**config.mk**
```make
export PLATFORM = sky130hd
export DESIGN_NAME = coap_message_parser
export DESIGN_NICKNAME = d
export VERILOG_FILES = /design/src/rtl/coap_pkg.sv /design/src/rtl/coap_message_parser.sv
export SDC_FILE = /design/constraint.sdc
export NUM_CORES = 1
export LEC_CHECK = 0
export BUFFER_PORTS_ARGS = -buffer_cell sky130_fd_sc_hd__buf_2
export CELL_PAD_IN_SITES_DETAIL_PLACEMENT = 1
export CELL_PAD_IN_SITES_GLOBAL_PLACEMENT = 2
export CORE_MARGIN = 2
export CORE_UTILIZATION = 35
export CTS_CLUSTER_SIZE = 40
export DETAILED_ROUTE_END_ITERATION = 10
export PLACE_DENSITY = 0.79
export SYNTH_ARGS = -nofsm -noshare
export SYNTH_HDL_FRONTEND = slang
export SYNTH_SLANG_ARGS = --single-unit
```
**constraint.sdc**
```tcl
create_clock -name clk -period 2.5 [get_ports clk]
set_clock_uncertainty 0.2 [all_clocks]
set_input_delay 0.125 -clock clk [delete_from_list [all_inputs] [get_ports clk]]
set_output_delay 0.125 -clock clk [all_outputs]
set_load 0.02 [all_outputs]
```
**src/rtl/coap_pkg.sv**
```systemverilog
`timescale 1ns / 1ps
`default_nettype none

package coap_pkg;

    // Classification of each result
    typedef enum logic [2:0] {
        KIND_HEADER      = 3'd0,
        KIND_HEADER_DONE = 3'd1,
        KIND_TOKEN       = 3'd2,
        KIND_OPT_HEADER  = 3'd3,
        KIND_OPT_VALUE   = 3'd4,
        KIND_PAY_MARKER  = 3'd5,
        KIND_PAYLOAD     = 3'd6
    } item_kind_t;

    localparam logic [7:0]  PAYLOAD_MARKER = 8'hFF;
    localparam logic [15:0] OPT_NUM_MAX    = 16'hFFFF;

endpackage

`default_nettype wire

```
**src/rtl/coap_message_parser.sv**
```systemverilog
`timescale 1ns / 1ps
`default_nettype none

// Each byte passes the input register, then the result register, which it enters
// only when that register is free or draining.
// Throughput: one byte per cycle while results are taken; a byte may be taken while a
// result waits, as the input register and the result register decouple the two channels.
// The rate is set by the byte-wise parse state machine.
// Reset (rst_n, asynchronous, active low) empties both registers and returns the parser
// to the first header byte with all held header and option fields cleared.
module coap_message_parser
    import coap_pkg::*;
(
    input  wire logic        clk,
    input  wire logic        rst_n,
    // byte input channel
    input  wire logic        in_valid,
    output logic             in_ready,
    input  wire logic [7:0]  data_byte,
    input  wire logic        end_of_message,
    // result channel
    output logic             out_valid,
    input  wire logic        out_ready,
    output logic [2:0]       item_kind,
    output logic [1:0]       version,
    output logic [1:0]       msg_type,
    output logic [3:0]       token_length,
    output logic [7:0]       code,
    output logic [15:0]      message_id,
    output logic [15:0]      option_number,
    output logic [3:0]       option_length,
    output logic [7:0]       byte_out,
    output logic             truncated,
    output logic             last
);

    typedef enum logic [2:0] {
        PH_HEADER,
        PH_TOKEN,
        PH_OPTHDR,
        PH_OPTVAL,
        PH_PAYLOAD
    } phase_t;

    // input register
    logic        in_valid_reg;
    logic [7:0]  din_reg;
    logic        eom_reg;

    // parse state
    phase_t      phase_reg,     phase_next;
    logic [1:0]  hdr_idx_reg,   hdr_idx_next;
    logic [3:0]  tok_rem_reg,   tok_rem_next;
    logic [3:0]  val_rem_reg,   val_rem_next;
    logic [15:0] opt_num_reg,   opt_num_next;
    logic [7:0]  first_reg,     first_next;
    logic [7:0]  code_reg,      code_next;
    logic [15:0] msg_id_reg,    msg_id_next;
    logic [3:0]  opt_len_reg,   opt_len_next;

    // result register
    logic        out_valid_reg;
    item_kind_t  kind_reg,      kind_next;
    logic [7:0]  pass_reg,      pass_next;
    logic        trunc_reg,     trunc_next;
    logic        last_reg;

    logic        advance;
    logic [16:0] opt_sum;

    // Move the held byte into the result register when that register is free or draining.
    assign advance  = in_valid_reg && (!out_valid_reg || out_ready);
    assign in_ready = !in_valid_reg || advance;

    assign opt_sum  = {1'b0, opt_num_reg} + {13'd0, din_reg[7:4]};

    always_comb
    begin
        phase_next   = phase_reg;
        hdr_idx_next = hdr_idx_reg;
        tok_rem_next = tok_rem_reg;
        val_rem_next = val_rem_reg;
        opt_num_next = opt_num_reg;
        first_next   = first_reg;
        code_next    = code_reg;
        msg_id_next  = msg_id_reg;
        opt_len_next = opt_len_reg;
        kind_next    = KIND_HEADER;
        pass_next    = 8'd0;
        trunc_next   = 1'b0;

        unique case (phase_reg)
            PH_HEADER:
            begin
                unique case (hdr_idx_reg)
                    2'd0:
                    begin
                        // first header byte opens a new message
                        first_next   = din_reg;
                        code_next    = 8'd0;
                        msg_id_next  = 16'd0;
                        opt_num_next = 16'd0;
                        opt_len_next = 4'd0;
                    end
                    2'd1:    code_next   = din_reg;
                    2'd2:    msg_id_next = {din_reg, 8'd0};
                    default: msg_id_next = {msg_id_reg[15:8], din_reg};
                endcase
                if (hdr_idx_reg == 2'd3)
                begin
                    kind_next    = KIND_HEADER_DONE;
                    hdr_idx_next = 2'd0;
                    tok_rem_next = first_reg[3:0];
                    phase_next   = (first_reg[3:0] != 4'd0) ? PH_TOKEN : PH_OPTHDR;
                    trunc_next   = eom_reg && (first_reg[3:0] != 4'd0);
                end
                else
                begin
                    kind_next    = KIND_HEADER;
                    hdr_idx_next = hdr_idx_reg + 2'd1;
                    trunc_next   = eom_reg;
                end
            end
            PH_TOKEN:
            begin
                kind_next    = KIND_TOKEN;
                pass_next    = din_reg;
                tok_rem_next = tok_rem_reg - 4'd1;
                if (tok_rem_reg == 4'd1)
                    phase_next = PH_OPTHDR;
                else
                    trunc_next = eom_reg;
            end
            PH_OPTHDR:
            begin
                if (din_reg == PAYLOAD_MARKER)
                begin
                    kind_next  = KIND_PAY_MARKER;
                    phase_next = PH_PAYLOAD;
                end
                else
                begin
                    kind_next    = KIND_OPT_HEADER;
                    // delta nibble taken at face value, sum saturates
                    opt_num_next = opt_sum[16] ? OPT_NUM_MAX : opt_sum[15:0];
                    opt_len_next = din_reg[3:0];
                    val_rem_next = din_reg[3:0];
                    if (din_reg[3:0] != 4'd0)
                    begin
                        phase_next = PH_OPTVAL;
                        trunc_next = eom_reg;
                    end
                end
            end
            PH_OPTVAL:
            begin
                kind_next    = KIND_OPT_VALUE;
                pass_next    = din_reg;
                val_rem_next = val_rem_reg - 4'd1;
                if (val_rem_reg == 4'd1)
                    phase_next = PH_OPTHDR;
                else
                    trunc_next = eom_reg;
            end
            default:
            begin
                kind_next = KIND_PAYLOAD;
                pass_next = din_reg;
            end
        endcase

        // final byte: back to the header for the next message
        if (eom_reg)
        begin
            phase_next   = PH_HEADER;
            hdr_idx_next = 2'd0;
            tok_rem_next = 4'd0;
            val_rem_next = 4'd0;
        end
    end

    always_ff @(posedge clk or negedge rst_n)
    begin
        if (!rst_n)
        begin
            in_valid_reg  <= 1'b0;
            out_valid_reg <= 1'b0;
            phase_reg     <= PH_HEADER;
            hdr_idx_reg   <= 2'd0;
            tok_rem_reg   <= 4'd0;
            val_rem_reg   <= 4'd0;
            opt_num_reg   <= 16'd0;
            first_reg     <= 8'd0;
            code_reg      <= 8'd0;
            msg_id_reg    <= 16'd0;
            opt_len_reg   <= 4'd0;
        end
        else
        begin
            if (in_ready)
                in_valid_reg <= in_valid;

            if (advance)
                out_valid_reg <= 1'b1;
            else if (out_ready)
                out_valid_reg <= 1'b0;

            if (advance)
            begin
                phase_reg   <= phase_next;
                hdr_idx_reg <= hdr_idx_next;
                tok_rem_reg <= tok_rem_next;
                val_rem_reg <= val_rem_next;
                opt_num_reg <= opt_num_next;
                first_reg   <= first_next;
                code_reg    <= code_next;
                msg_id_reg  <= msg_id_next;
                opt_len_reg <= opt_len_next;
            end
        end
    end

    // payload registers, no reset
    always_ff @(posedge clk)
    begin
        if (in_ready && in_valid)
        begin
            din_reg <= data_byte;
            eom_reg <= end_of_message;
        end
        if (advance)
        begin
            kind_reg  <= kind_next;
            pass_reg  <= pass_next;
            trunc_reg <= trunc_next;
            last_reg  <= eom_reg;
        end
    end

    // Held fields are shown after this byte's update, so they come straight from state.
    assign out_valid     = out_valid_reg;
    assign item_kind     = kind_reg;
    assign version       = first_reg[7:6];
    assign msg_type      = first_reg[5:4];
    assign token_length  = first_reg[3:0];
    assign code          = code_reg;
    assign message_id    = msg_id_reg;
    assign option_number = opt_num_reg;
    assign option_length = opt_len_reg;
    assign byte_out      = pass_reg;
    assign truncated     = trunc_reg;
    assign last          = last_reg;

endmodule

`default_nettype wire

```
# [Yosys cells after proc, flatten, opt, wreduce, memory -nomap -nowiden]
# Cells that the tools add are included.
[word_totals] output_inout_bits=67 in_bits=13 ff_bits=89
[classes] n_mux=36 n_reduce_logical=29 eq_ne=16 addsub=4 bitwise=1
[op_table] operator="$mux 16" n=3
[op_table] operator="$pmux 16 s3" n=1
[op_table] operator="$pmux 16 s2" n=1
[op_table] operator="$pmux 3 s4" n=2
[op_table] operator="$pmux 4 s2" n=3
[op_table] operator="$mux 3" n=7
[op_table] operator="$mux 4" n=5
[op_table] operator="$add 16x4->17" n=1
[op_table] operator="$pmux 8 s2" n=1
[op_table] operator="$reduce_and 3->1" n=5
[op_table] operator="$ne 3x3->1 const B" n=4
[op_table] operator="$reduce_bool 2->1" n=5
[op_table] operator="$eq 4x1->1 const B" n=2
[op_table] operator="$eq 8x8->1 const B" n=1
[op_table] operator="$mux 1" n=8
[op_table] operator="$mux 2" n=4
[op_table] operator="$reduce_and 4->1" n=2
[op_table] operator="$reduce_bool 4->1" n=2
[op_table] operator="$sub 4x1->4 const B" n=2
[op_table] operator="$eq 3x2->1 const B" n=2
[op_table] operator="$reduce_and 6->1" n=1
[op_table] operator="$reduce_bool 3->1" n=2
[op_table] operator="$reduce_bool 5->1" n=1
[op_table] operator="$eq 2x2->1 const B" n=2
[op_table] operator="15 further kinds" n=19

# [Longest topological paths before layout]
[logic_depth] ltp_word=5 ltp_mapped=8 mapped_depth_nobuf=7

# [Least setup slack after synthesis]
# No wires, ideal clock.
[synth_path] kind="reg2reg" from="register opt_num_reg[0] (netlist: option_number[0])" to="register opt_num_reg[10] (netlist: option_number[10])" path_stages_with_launch=8 setup_ps=94 arrival_ps=2044 setup_slack_ps=163 path_cell_list="dfrtp_1 ha_1 fa_1 a31o_2 and4b_1 buf_6 and3b_1 a211oi_1"
[synth_between] elab_chain_cells=4
[synth_lines] item="from (decl)" line="coap_message_parser.sv:55" source="logic [15:0] opt_num_reg, opt_num_next;"
[synth_lines] item="from (signal assigned)" line="coap_message_parser.sv:214" source="opt_num_reg <= opt_num_next;"
[synth_lines] item="$add 16x4->17" line="coap_message_parser.sv:75" source="assign opt_sum = {1'b0, opt_num_reg} + {13'd0, din_reg[7:4]};"
[synth_lines] item="$mux 16" line="coap_message_parser.sv:145" source="opt_num_next = opt_sum[16] ? OPT_NUM_MAX : opt_sum[15:0];"
[synth_lines] item="$mux 16" line="coap_message_parser.sv:136" source="if (din_reg == PAYLOAD_MARKER)"
[synth_lines] item="$pmux 16 s2" line="coap_message_parser.sv:92" source="unique case (phase_reg)"
# No other way between the ends. The select of a mux whose other input is x is not followed.
# A chain may end at the register's enable or synchronous reset.

# [Worst setup path after layout]
[layout_path] from="register opt_num_reg[0] (netlist: option_number[0])" to="register opt_num_reg[14] (netlist: option_number[14])"
# The elaborated chain is that of the path after synthesis.

==> summary.txt <==
Outcome
  – Status: complete, no violations

Floorplanning
  – Die area: 0.0132 mm²
  – FP Rows: 40
  – DIE WIDTH: roughly 110 µm
  – Die height: roughly 110 µm
  – Ports: 80
  – Initial Utilization: 0.357
  – Core area: 0.0120 mm²

Clock tree
  – CTS H-tree lvls: 3
  – Max Buffers Root-to-Sink: 2
  – Clock Latency Late Sink: 0.34 ns
  – Root buffer cell: clkbuf_16
  – Cts bufs inserted: 9
  – CTS tree: built
  – # Post-CTS Setup Buffers: 0
  – Worst-path clk slew: ~0.06 ns
  – CTS Sinks: between 80 and 90

Yosys
  – Top cell type's share of synthesized area: 0.391
  – Syn_nets: 426
  – Yosys Warn Count: 0
  – Post-Synth XOR/XNOR Area: 0.00613
  – Synth top area cells: dfrtp_1, edfxtp_1, nand2_1
  – Post-synth EDFFs: 22
  – Avg Cell Area, Syn: 10.7 µm²
  – Count leader, synth: dfrtp_1
  – Largest family of logic cells by synthesized area: simple AND/OR/NAND/NOR gates
  – Synth Register Bits: 89
  – Simple-gate share of the synthesized area: 0.181
  – Yosys top cell by area: dfrtp_1
  – Async set-reset flop share out of synthesis: 0.753
  – Most used DFF post-synth: dfrtp_1
  – Synthesized cell area: roughly 0.0043 mm²
  – Sequential-to-total area share from yosys stat: 0.545
  – Synth Area in Compound Gates: 0.174
  – Most common library cells after synthesis: dfrtp_1, nand2_1, a21oi_1, o21ai_0, edfxtp_1
  – Cell variety after synth: 67
  – Adder-cell area share of the yosys netlist: 0.0397
  – Mapped Cells: 400
  – Post-synthesis mux area share: 0.00758

Routing
  – Via density: between 5 and 6
  – DRC Markers: 0
  – Final WL: ~13000 µm
  – DRT iter0 DRCs: 151
  – Drt first pass iters: 4
  – WL/cell: 19.2 µm
  – Via Count: roughly 3600
  – Number of routed nets with antenna violations: 0

Critical path
  – Max FO, Critical Path: 10
  – Critical path data arrival time: 2.38 ns
  – Critical path type: reg -> reg
  – Worst r2r path cells: 6
  – Worst Path Required: 2.55 ns
  – Startpoint Class: flop
  – Crit path capture type: flop

Power
  – Flop pwr share: 0.381
  – Internal Power: around 3500 µW
  – Final total power: 5770 µW
  – Logic pwr share: 0.382
  – Clk pwr share: 0.237
  – P per Cell Area: 1070 mW/mm²
  – Switching Share: 0.394
  – Worst VDD drop: roughly 0.41 mV
  – Net Sw Power: between 2000 and 2500 µW
  – Lkg Pwr: 0.00254 µW

Final layout
  – Area Overhead vs Synth: 26.3%
  – Nets: 538
  – ANT cells: 0
  – Fraction of layout cells with a size suffix above 1: 0.277

Timing
  – Fin Setup TNS: 0 ns
  – Hold Violations, Final: 0
  – # setup viols final: 0
  – Unrepaired setup endpoints after global routing: no
  – Slew margin rel.: 0.597
  – Max Slew Vio Count: 0
  – Final critical-path share of the clock period: 0.935
  – F_max: 0.428 GHz
  – Slew at the pin closest to its max-slew limit: 0.599 ns
  – Fin crit period: 2.34 ns

Worst hold path
  – Hold Crit Class: in -> async

Global route
  – First-pass GRT wire length: between 20000 and 25000 µm
  – GRT Overall Usage: 0.205
  – Largest net degree at the start of global routing: 68
  – Grt total ovfl: 0
  – Vias in the first global route: 3847
  – Initial antenna violation count: 0

Flow run
  – Total of max-cap violations: 0

Place
  – Port Buffer Count: 79
  – Routability Congestion: 0.825
  – Hpwl dp: 8810 µm
==> cells by family after synthesis <==
kind of cell	count (synthesis)
flip-flops	89
buffers and inverters	42
adder cells (fa/ha/maj)	13
multiplexers	3
AO/OA/AOI/OAI	111
XOR/XNOR	3
AND/OR/NAND/NOR	139
==> worst max-delay path, cell delays in order, from the launching register on <==
cell and delay, ns:
dfrtp_1 0.40, ha_1 0.24, fa_1 0.41, a31o_2 0.30, and4b_2 0.29, nor4b_1 0.17
a211oi_1 0.23
==> cell type report <==
class | instances | area [µm²]
repair buffers | 123 | 771
clock buffers | 10 | 229
fillers | 1362 | 6590
clock inverters | 6 | 66.3
inverters | 20 | 75.1
well taps | 147 | 184
flip-flops and latches | 89 | 2340
multi-input cells | 269 | 1760
==> worst paths after layout <==
kind	slack, ns	to	from
max in group asynchronous	1.66	message_id[12]	rst_n
max	0.16	option_number[14]	option_number[0]
max reg2reg	0.16	option_number[14]	option_number[0]
min	0.14	tok_rem_reg[3]	rst_n
min reg2reg	0.27	first_reg[4]	first_reg[4]
min in group clk	0.27	first_reg[4]	first_reg[4]
==> power by group through the flow <==
stage / combinational [µW] / sequential, µW / clock (µW)
after floorplan: 1120 / 2500 / 0
final: 2210 / 2200 / 1370
after global routing: 2460 / 2250 / 1450
after CTS: 2230 / 2200 / 1400
after global placement: 2140 / 2210 / 0
after detailed placement: 2190 / 2220 / 0
==> per-stage QoR <==
stage          utilization  instances  setup slack [ns]  cell area [µm²]  hold WS [ns]
2_1_floorplan            -        400             0.163             4290        -0.371
3_3_place_gp         0.416        635             0.221             4990       -0.0163
3_5_place_dp         0.416        635             0.116             4990       -0.0142
4_1_cts              0.451        664             0.131             5420         0.158
5_1_grt              0.451        664            0.0151             5420         0.183
6_report             0.451        664             0.163             5420         0.140
==> placed cells by master, fill, tap and decap left out, drive strengths merged, types with 3 or more instances in the layout <==
cell type	count
nor2	19
and2	3
nor3	10
ha	12
edfxtp	22
o21ai	29
a21oi	25
and4	4
a311oi	3
a32o	3
inv	21
nand3	15
dfrtp	67
dlygate4sd3	13
o22ai	3
buf	110
a21o	3
nand4	4
nor3b	4
nand2b	5
nand2	44
a22o	17
nor2b	13
and3	4
a41oi	3
clkbuf	10
a31oi	5
==> repair_timing <==
action                                  in CTS  in global routing
endpoints found under the setup margin       0                  1
resized for setup                            0                  1
hold endpoints to repair                    78                  0
hold buffers                                13                  0
==> metal layers <==
metal	global-route usage	vias up	wire length, µm
met5	0	-	0
met1	0.285	1850	6070
met2	0.323	76	6040
li1	-	1684	-
met4	0.0843	0	255
met3	0.0296	17	409
No activity file was read; power rests on OpenSTA's default activity.
